$ cat config.mk
export PLATFORM = sky130hd
export DESIGN_NAME = rfia_ctrl
export DESIGN_NICKNAME = d
export VERILOG_FILES = /design/src/rfia_pkg.sv /design/src/rfia_ctrl.sv
export SDC_FILE = /design/constraint.sdc
export NUM_CORES = 1
export LEC_CHECK = 0
export BUFFER_PORTS_ARGS = -buffer_cell sky130_fd_sc_hd__buf_2
export CAP_MARGIN = 20
export CORE_AREA = 2 2 99 63
export CTS_CLUSTER_DIAMETER = 100
export CTS_CLUSTER_SIZE = 40
export DETAILED_ROUTE_END_ITERATION = 8
export DIE_AREA = 0 0 101 65
export GPL_TIMING_DRIVEN = 0
export PLACE_DENSITY = 0.69
export SYNTH_ARGS = -nofsm -noshare
export SYNTH_HDL_FRONTEND = slang
export SYNTH_SLANG_ARGS = --single-unit
$ cat constraint.sdc
create_clock -name i_clk -period 3.9 [get_ports i_clk]
set_input_delay 0.39 -clock i_clk [delete_from_list [all_inputs] [get_ports i_clk]]
set_output_delay 0.39 -clock i_clk [all_outputs]
set_load 0.02 [all_outputs]
$ cat src/rfia_pkg.sv
package rfia_pkg;

    // Width of one object index as it travels on the ports and sits in the ring.
    localparam int IndexW = 10;

    // Default ring size.
    localparam int NumObjectsDef = 1024;

    // Request codes.
    localparam logic OpAlloc   = 1'b0;
    localparam logic OpRelease = 1'b1;

    // Result status codes.
    localparam logic [1:0] StOk        = 2'd0;
    localparam logic [1:0] StExhausted = 2'd1;
    localparam logic [1:0] StOverflow  = 2'd2;

    // Controller states.
    typedef enum logic {
        S_IDLE,
        S_READ
    } t_state;

    // Memory access strobes from the controller to the ring store.
    typedef struct packed {
        logic wr_en;
        logic rd_en;
    } t_mem_ctl;

endpackage

$ cat src/rfia_ctrl.sv
module rfia_ctrl #(
    parameter int NUM_OBJECTS = rfia_pkg::NumObjectsDef,
    localparam int AW = $clog2(NUM_OBJECTS)
) (
    input  logic                        i_clk,
    input  logic                        i_rst_n,
    input  logic                        i_in_valid,
    output logic                        o_in_ready,
    input  logic                        i_op,
    input  logic [rfia_pkg::IndexW-1:0] i_index_in,
    output logic                        o_out_valid,
    input  logic                        i_out_ready,
    output logic [rfia_pkg::IndexW-1:0] o_index_out,
    output logic [1:0]                  o_status,
    output rfia_pkg::t_mem_ctl          o_mem_ctl,
    output logic [AW-1:0]               o_wr_addr,
    output logic [rfia_pkg::IndexW-1:0] o_wr_data,
    output logic [AW-1:0]               o_rd_addr,
    input  logic [rfia_pkg::IndexW-1:0] i_rd_data
);
    import rfia_pkg::*;

    localparam logic [AW-1:0] LastPos = AW'(NUM_OBJECTS - 1);

    t_state            r_state;
    t_state            n_state;
    logic [AW-1:0]     r_head;
    logic [AW-1:0]     n_head;
    logic [AW-1:0]     r_tail;
    logic [AW-1:0]     n_tail;
    logic              r_out_valid;
    logic              n_out_valid;
    logic [IndexW-1:0] r_index_out;
    logic [IndexW-1:0] n_index_out;
    logic [1:0]        r_status;
    logic [1:0]        n_status;
    logic              load_out;

    logic [AW-1:0] head_next;
    logic [AW-1:0] tail_next;
    logic          accept;
    logic          alloc_ok;
    logic          rel_ok;

    // Pointer successors with wrap at the last slot.
    assign head_next = (r_head == LastPos) ? '0 : r_head + 1'b1;
    assign tail_next = (r_tail == LastPos) ? '0 : r_tail + 1'b1;

    // A new beat is taken when no read is in flight and the output slot frees up.
    assign o_in_ready = (r_state == S_IDLE) && (!r_out_valid || i_out_ready);
    assign accept     = i_in_valid && o_in_ready;
    assign alloc_ok   = accept && (i_op == OpAlloc) && (head_next != r_tail);
    assign rel_ok     = accept && (i_op == OpRelease) && (tail_next != r_head);

    // Next state.
    always_comb begin
        n_state = r_state;
        unique case (r_state)
            S_IDLE: begin
                if (alloc_ok) begin
                    n_state = S_READ;
                end
            end
            S_READ: begin
                n_state = S_IDLE;
            end
            default: begin
                n_state = S_IDLE;
            end
        endcase
    end

    // Outputs of the state machine: memory strobes and result register load.
    always_comb begin
        o_mem_ctl   = '0;
        load_out    = 1'b0;
        n_index_out = r_index_out;
        n_status    = r_status;
        unique case (r_state)
            S_IDLE: begin
                o_mem_ctl.rd_en = alloc_ok;
                o_mem_ctl.wr_en = rel_ok;
                if (accept && !alloc_ok) begin
                    load_out    = 1'b1;
                    n_index_out = '0;
                    if (i_op == OpAlloc) begin
                        n_status = StExhausted;
                    end else if (rel_ok) begin
                        n_status = StOk;
                    end else begin
                        n_status = StOverflow;
                    end
                end
            end
            S_READ: begin
                load_out    = 1'b1;
                n_index_out = i_rd_data;
                n_status    = StOk;
            end
            default: begin
                load_out = 1'b0;
            end
        endcase
    end

    // Ring addresses and write data.
    assign o_rd_addr = r_head;
    assign o_wr_addr = r_tail;
    assign o_wr_data = i_index_in;

    // Pointer and output valid updates.
    always_comb begin
        n_head      = alloc_ok ? head_next : r_head;
        n_tail      = rel_ok ? tail_next : r_tail;
        n_out_valid = load_out ? 1'b1 : (i_out_ready ? 1'b0 : r_out_valid);
    end

    always_ff @(posedge i_clk) begin
        if (!i_rst_n) begin
            r_state     <= S_IDLE;
            r_head      <= '0;
            r_tail      <= LastPos;
            r_out_valid <= 1'b0;
        end else begin
            r_state     <= n_state;
            r_head      <= n_head;
            r_tail      <= n_tail;
            r_out_valid <= n_out_valid;
        end
    end

    // Result payload.
    always_ff @(posedge i_clk) begin
        r_index_out <= n_index_out;
        r_status    <= n_status;
    end

    assign o_out_valid = r_out_valid;
    assign o_index_out = r_index_out;
    assign o_status    = r_status;

endmodule

Word level (Yosys, flattened, before mapping)
Index checks and enable logic that the tools add are counted.
{ "totals": {"regBits": 34} }
{ "op_classes": {"n_addsub": 2, "eq_ne": 5, "n_mux": 15, "n_bitwise": 2, "reduce_logical": 11} }
{ "ops": {"columns": ["cell", "count"], "rows": [
  ["10-bit two-way mux", 3],
  ["10-bit by 1-bit adder with 10-bit output, second input constant", 2],
  ["10-bit equality test, second input constant", 2],
  ["10-bit inequality test", 2],
  ["10-bit case mux with 2 select lines", 1],
  ["2-bit two-way mux", 4],
  ["1-bit logical AND", 7],
  ["1-bit two-way mux", 4],
  ["1-bit case mux with 2 select lines", 2],
  ["2-bit case mux with 2 select lines", 1],
  ["1-bit logical NOT", 2],
  ["2-bit by 1-bit inequality test with 1-bit output, second input constant", 1],
  ["1-bit inverter", 2],
  ["2-bit nonzero test", 1],
  ["1-bit logical OR", 1]
]} }

Depth between registers and ports, before layout
Gate-level depths: netlist of run 1.
{ "depth": {"word_depth": 11, "depth_mapped": 11, "ltp_nobuf": 10} }

Worst setup path after synthesis of run 1
No wires, ideal clock.
{ "synth_timing": {"path_type": "register to register", "startpoint": "register r_head[0], in the netlist o_rd_addr[0]", "endpoint": "register r_index_out[0], in the netlist o_index_out[0] (enable)", "setup_ns": 0.383, "arrival_ns": 2.940, "setup_slack_ns": 0.577, "stages_incl_launch_ff": 10, "cell_sequence": "dfxtp_1 -> ha_1 -> clkbuf_1 -> nand2_1 -> xor2_1 -> a2111oi_0 -> and4bb_4 -> a21boi_4 -> buf_6 -> o21bai_1"} }
{ "synth_via": {"elab_chain_cells": 7, "word_cells_on_any_way": 8, "classes_between": "add/sub (1); eq/ne (3); mux (1); reduce/logical (3)"} }
{ "synth_lines": {"columns": ["item", "line", "source"], "rows": [
  ["start, declared", "rfia_ctrl.sv:27", "logic [AW-1:0] r_head;"],
  ["start signal, assigned", "rfia_ctrl.sv:126", "r_head <= n_head;"],
  ["10-bit by 1-bit adder with 10-bit output / 10-bit equality test (equally long branches)", "rfia_ctrl.sv:46", "assign head_next = (r_head == LastPos) ? '0 : r_head + 1'b1;"],
  ["10-bit two-way mux *", "rfia_ctrl.sv:46", null],
  ["10-bit inequality test *", "rfia_ctrl.sv:52", "assign alloc_ok = accept && (i_op == OpAlloc) && (head_next != r_tail);"],
  ["1-bit logical AND *", "rfia_ctrl.sv:52", null],
  ["1-bit logical NOT *", "rfia_ctrl.sv:83", "if (accept && !alloc_ok) begin"],
  ["1-bit logical AND *", "rfia_ctrl.sv:83", null],
  ["2-bit by 1-bit inequality test with 1-bit output (no line) *", null, null],
  ["end signal, assigned", "rfia_ctrl.sv:134", "r_index_out <= n_index_out;"],
  ["end, declared", "rfia_ctrl.sv:33", "logic [IndexW-1:0] r_index_out;"]
]} }
Mark *: on every way between the ends. The rest lies on a longest branch, timed or not.
A chain may end at the register's enable or synchronous reset.

==> results of run 1 <==
==> layout by cell type, fill, tap and decap left out, types with 10 or more instances in the layout <==
cell type and instances:
and2_1 17, nor2_1 19, nand2_1 31, nand3_1 10, buf_2 67, o21ai_0 14
dfxtp_1 22, a21oi_1 11, edfxtp_1 12, clkbuf_1 11, buf_4 11
==> repair_timing <==
| action | in CTS | in global routing |
|---|---|---|
| hold endpoints to repair | 0 | 0 |
| hold buffers | 0 | 0 |
| endpoints found under the setup margin | 12 | 12 |
| resized for setup | 1 | 1 |
| cloned | 0 | 0 |
==> layout make-up <==
class | count | share of cell area [%]
repair buffers | 59 | 10.1
clock buffers | 5 | 2.35
clock inverters | 3 | 0.555
inverters | 6 | 0.768
flip-flops and latches | 34 | 27.3
plain buffers | 33 | 6.53
multi-input cells | 219 | 49.4
well taps | 72 | 3.07
==> final timing paths <==
path	slack, ps	startpoint	cells after the start	to
min	350	i_in_valid	3	o_out_valid
max	340	o_rd_addr[0]	10	o_mem_ctl[0]
min reg2reg	550	o_rd_addr[8]	2	o_rd_addr[8]
max reg2reg	520	o_rd_addr[0]	9	o_index_out[9]
==> sequential cells by signal, indices dropped and copies added, names as in the netlist <==
register,cells
o_wr_addr,10
r_state,1
o_status,2
o_rd_addr,10
o_out_valid,1
o_index_out,10
==> metal layers <==
| layer | wire length [um] | up-vias | share of wire (%) | global-route usage, % |
|---|---|---|---|---|
| met5 | 0 | - | 0 | 0 |
| met4 | 66 | 0 | 0.95 | 5.07 |
| met3 | 657 | 5 | 9.5 | 5.07 |
| met2 | 2740 | 104 | 40 | 29.1 |
| met1 | 3460 | 1151 | 50 | 34.0 |
| li1 | - | 1190 | - | - |
==> through the flow <==
stage	setup slack, ps	util [%]	TNS [ps]
3_3_place_gp	62.5	49.1	0
2_1_floorplan	577	-	0
3_5_place_dp	-0.819	49.1	-4.28
5_1_grt	37.5	50.7	0
4_1_cts	364	50.6	0
6_report	338	50.7	0
==> power by group <==
group | leakage [nW] | switching (mW) | internal [mW]
Sequential | 0.298 | 0.0176 | 0.393
Combinational | 0.885 | 0.224 | 0.135
Clock | 0.0416 | 0.143 | 0.122
==> cells by family after synthesis <==
| kind of cell | after synthesis |
|---|---|
| simple gates | 132 |
| buf+inv | 39 |
| compound gates | 71 |
| fa+ha+maj | 2 |
| flops | 34 |
| mux | 4 |
| xor+xnor | 10 |
==> worst max-delay path, stage by stage (launching register included) <==
cell       delay (ps)
dfxtp_1           530
ha_1              300
clkbuf_1          400
a21oi_1           170
a2bb2oi_1         160
nor4_1            270
a2111oi_0         130
and4bb_4          270
a21boi_4          280
buf_6             200
buf_2             180
==> impl_metrics.yaml, run 1 <==
synth:
  syn_inst: 292
  synth_top_family_by_area: "simple AND/OR/NAND/NOR gates"
  synth_seq_cells: 34
  avgSynthCellArea_um2: 8.39
  seq_area_frac_synth_pct: 32.7
  synthSimpleGateAreaFrac_pct: 30.0
  synthesis.nets: 319
  yosysMostFrequentCell: "nand2_1"
  synth_area_leader_cell: "dfxtp_1"
  synth.area.top_cells: "dfxtp_1 18%, edfxtp_1 15%, nand2_1 4.7%, and2_1 4.3%, buf_4 3.4%"
  synth_xor_area_share_pct: 3.57
  netlist_area_mm2: 0.00245
  muxShareOfSynthArea_pct: 1.63
  ys_types: 67
  synth-compound-area-share_pct: 22.4
  synth_ff_type: "dfxtp_1"
  yosys.area_share.adder_pct: 1.02
  synth_top_area_share_pct: 18.0
  synth-async-reset-ratio_pct: 0
  synth_warnings: 0
  synthTopCellsByCount: "31 x nand2_1, 22 x dfxtp_1, 19 x nor2_1"
  synth_edf_count: 12
drt:
  routed_wl_mm: 6.92
  ant_nets: 0
  first_pass_iters: 5
  drt-initial-drc-count: 177
  vias: 2450
  drc_errors: 0
  routedWlPerCell_um: 16.1
  routed_via_density: 5.68
sta:
  fin_skew_ps: 9.68
  rsz0062_at_grt: "false"
  slew_headroom_pct: 62.7
  whs_ps: 349
  setup_viol: 0
  post-route-period-util_pct: 91.3
  hold_violations: 0
  min_period_ps: 3560
  fmax_mhz: 281
  tightest_slew_ps: 552
  maxSlewViolCount: 0
setup_path:
  arrival_ps: 3170
  end_kind: "output port"
  crit_required_ps: 3510
  crit_fanout: 11
  crit_path_start_kind: "flip-flop"
  criticalPathCategory: "flip-flop to output port"
power:
  p_leak_nw: 1.22
  irDropWorstVdd_mv: 0.133
  finalPower_mw: 1.03
  pwr_density_cell_mw_per_mm2: 353
clocking:
  cts_buffer_depth: 2
  clk_pin_slew_ps: 80
  cts-htree-levels: 2
  cts_tree: "done"
  cts_post_setup_buffers_inserted: 0
  clkSinkCount: 34
  cts_inserted_buffers: 5
  clock_latency_ps: 300
  cts_root_buf: "clkbuf_8"
cells_and_area:
  multi_input_area_mm2: 0.00145
  fillers: 570
  fin_area_mm2: 0.00293
  diodes: 0
  nNetsFinal: 385
  layout-drive-gt1-share_pct: 29.8
  syn2layout_area_growth_pct: 19.7
  regArea_um2: 801
  stdcell_count: 431
job:
  maxCapViolCount: 0
grt:
  grt_overflow: 0
  grt_pass1_vias: 2054
  grt_max_degree: 13
  antenna_found_initial: 0
  grt_pass1_wl_mm: 10.9
  grt_use_total_pct: 21.6
floorplanning:
  die_h_um: 65
  die_area_mm2: 0.00657
  fp-row-count: 22
  ios: 71
  start_util_pct: 42.4
  core_mm2: 0.00578
  die_w_um: 101
placement:
  portBuffers: 59
  gp_congestion: 0.911
  dp_hpwl_mm: 5.31
  detailed_place.area_mm2: 0.00284
  post-place-cells: 423
status:
  status: "finished, final reports clean"
worst_hold_path:
  worst_hold_path_type: "input pin to flip-flop"
(Power assumes the default switching activity.)
==> run 2, diff against run 1 <==
==> constraint.sdc (replaced) <==
create_clock -name i_clk -period 4.46 [get_ports i_clk]
set_input_delay 0.446 -clock i_clk [delete_from_list [all_inputs] [get_ports i_clk]]
set_output_delay 0.446 -clock i_clk [all_outputs]
set_load 0.02 [all_outputs]
==> impl_metrics.yaml, run 2 (same netlist as run 1, synthesis figures left out) <==
setup_path:
  worstPathCellList: "ha_1 > clkbuf_1 > a21oi_1 > a2bb2oi_1 > nor4_1 > a2111oi_0 > and4bb_4 > a21boi_4 > buf_6 > buf_2"
  slowest_stage: "dfxtp_1"
  rr_startpoint: "o_rd_addr[0]"
  arrival_ps: 3180
  r2r_setup_slack_ps: 1010
  crit_required_ps: 4010
  worst_path_largest_cell_delay_ps: 520
  criticalPathCategory: "flip-flop to output port"
  cp_top_family: "buffers and inverters"
  path_buf_inv: 3
  cp.depth: 10
  crit_path_start_kind: "flip-flop"
  r2r.worst_path.cells: 10
  regToRegEndpoint: "o_index_out[8]"
  crit_fanout: 11
  end_kind: "output port"
placement:
  detailed_place.area_mm2: 0.00284
  gp_congestion: 0.911
  portBuffers: 59
  post-place-cells: 423
  dp_hpwl_mm: 5.31
power:
  p_leak_nw: 1.23
  pwr_density_cell_mw_per_mm2: 309
  irDropWorstVdd_mv: 0.117
drt:
  drc_errors: 0
  ant_nets: 0
  routed_via_density: 5.65
  drt-initial-drc-count: 202
  vias: 2439
  first_pass_iters: 5
  routedWlPerCell_um: 16.0
  routed_wl_mm: 6.92
floorplanning:
  ios: 71
  start_util_pct: 42.4
  die_w_um: 101
  core_mm2: 0.00578
  fp-row-count: 22
  die_h_um: 65
  die_area_mm2: 0.00657
cells_and_area:
  diodes: 0
  layout_common_cells: "67 x buf_2, 31 x nand2_1, 22 x dfxtp_1"
  fin_area_mm2: 0.00293
  stdcell_count: 432
  nNetsFinal: 386
  layout-drive-gt1-share_pct: 29.7
  final_common_cell: "buf_2"
  syn2layout_area_growth_pct: 19.5
worst_hold_path:
  hold_start: "i_in_valid"
  hold_path_depth: 3
  worst_hold_path_type: "input pin to flip-flop"
  holdPathEnd: "o_out_valid"
clocking:
  cts_buffer_depth: 2
  cts_inserted_buffers: 5
  post_cts_resized: 0
  cts_post_setup_buffers_inserted: 0
  cts_root_buf: "clkbuf_8"
  clock_latency_ps: 300
  hold_buffers: 0
  clkSinkCount: 34
  cts_tree: "done"
  cts-htree-levels: 2
  clk_pin_slew_ps: 80
grt:
  grt_max_degree: 13
  grt_pass1_vias: 2056
  antenna_found_initial: 0
  grt_overflow: 0
  grt_use_total_pct: 21.6
  grt_pass1_wl_mm: 10.9
status:
  status: "finished, final reports clean"
sta:
  setup_tns_ps: 0
  hold_violations: 0
  rsz0062_at_grt: "false"
  setup_viol: 0
  fmax_mhz: 276
  min_period_ps: 3620
  post-route-period-util_pct: 81.2
  fin_skew_ps: 10.3
  slew_headroom_pct: 63.4
  maxSlewViolCount: 0
  tightest_slew_ps: 543
job:
  maxCapViolCount: 0
run 2: changes by cell type in the layout (fill, tap and decap cells not counted):
cell      change
buf_4         +1
o21bai_4      -1
o21bai_1      +1
run 2: where the power goes:
group / internal, mW / switching (mW)
clock network: 0.107 / 0.125
registers: 0.343 / 0.0153
logic: 0.119 / 0.196
total: 0.569 / 0.337
run 2: layer usage:
metal	track usage (%)	part of all wire, %	vias up	wire length [um]
met5	0	0	-	0
met4	5.07	1.2	0	81
met3	5.07	9.1	7	629
met2	29.1	39	103	2730
met1	34.0	50	1137	3480
li1	-	-	1192	-
run 2: worst max path at each step:
stage | from | endpoint | slack [ps]
2_1_floorplan | o_rd_addr[0] | o_index_out[0] | 1140
3_3_place_gp | o_rd_addr[0] | o_index_out[2] | 620
3_5_place_dp | o_rd_addr[0] | o_index_out[4] | 560
4_1_cts | o_rd_addr[0] | o_index_out[1] | 550
5_1_grt | o_rd_addr[0] | o_mem_ctl[0] | 550
6_report | o_rd_addr[0] | o_mem_ctl[0] | 840
run 2: worst register-to-register path, stage by stage (launching register included):
cell and delay [ps]:
dfxtp_1 520, ha_1 300, clkbuf_1 400, nand2_1 210, xor2_1 200, a2111oi_0 430
and4bb_4 360, a21boi_4 110, buf_6 170, o21bai_1 210, buf_4 250
run 2: stage by stage:
stage / setup WS [ps] / hold slack (ps) / power [mW] / utilization (%)
finish: 837 / 405 / 0.905 / 50.7
global route: 546 / 425 / 0.954 / 50.7
CTS: 550 / 405 / 0.900 / 50.5
detailed placement: 559 / 550 / 0.670 / 49.1
global placement: 623 / 540 / 0.667 / 49.1
floorplan: 1140 / 557 / 0.587 / -
run 2: layout make-up:
cell class	count	area (um2)
plain buffers	33	191
flip-flops and latches	34	801
fillers	569	2850
inverters	6	22.5
well taps	72	90.1
clock buffers	5	68.8
clock inverters	3	16.3
multi-input cells	219	1440
repair buffers	60	303
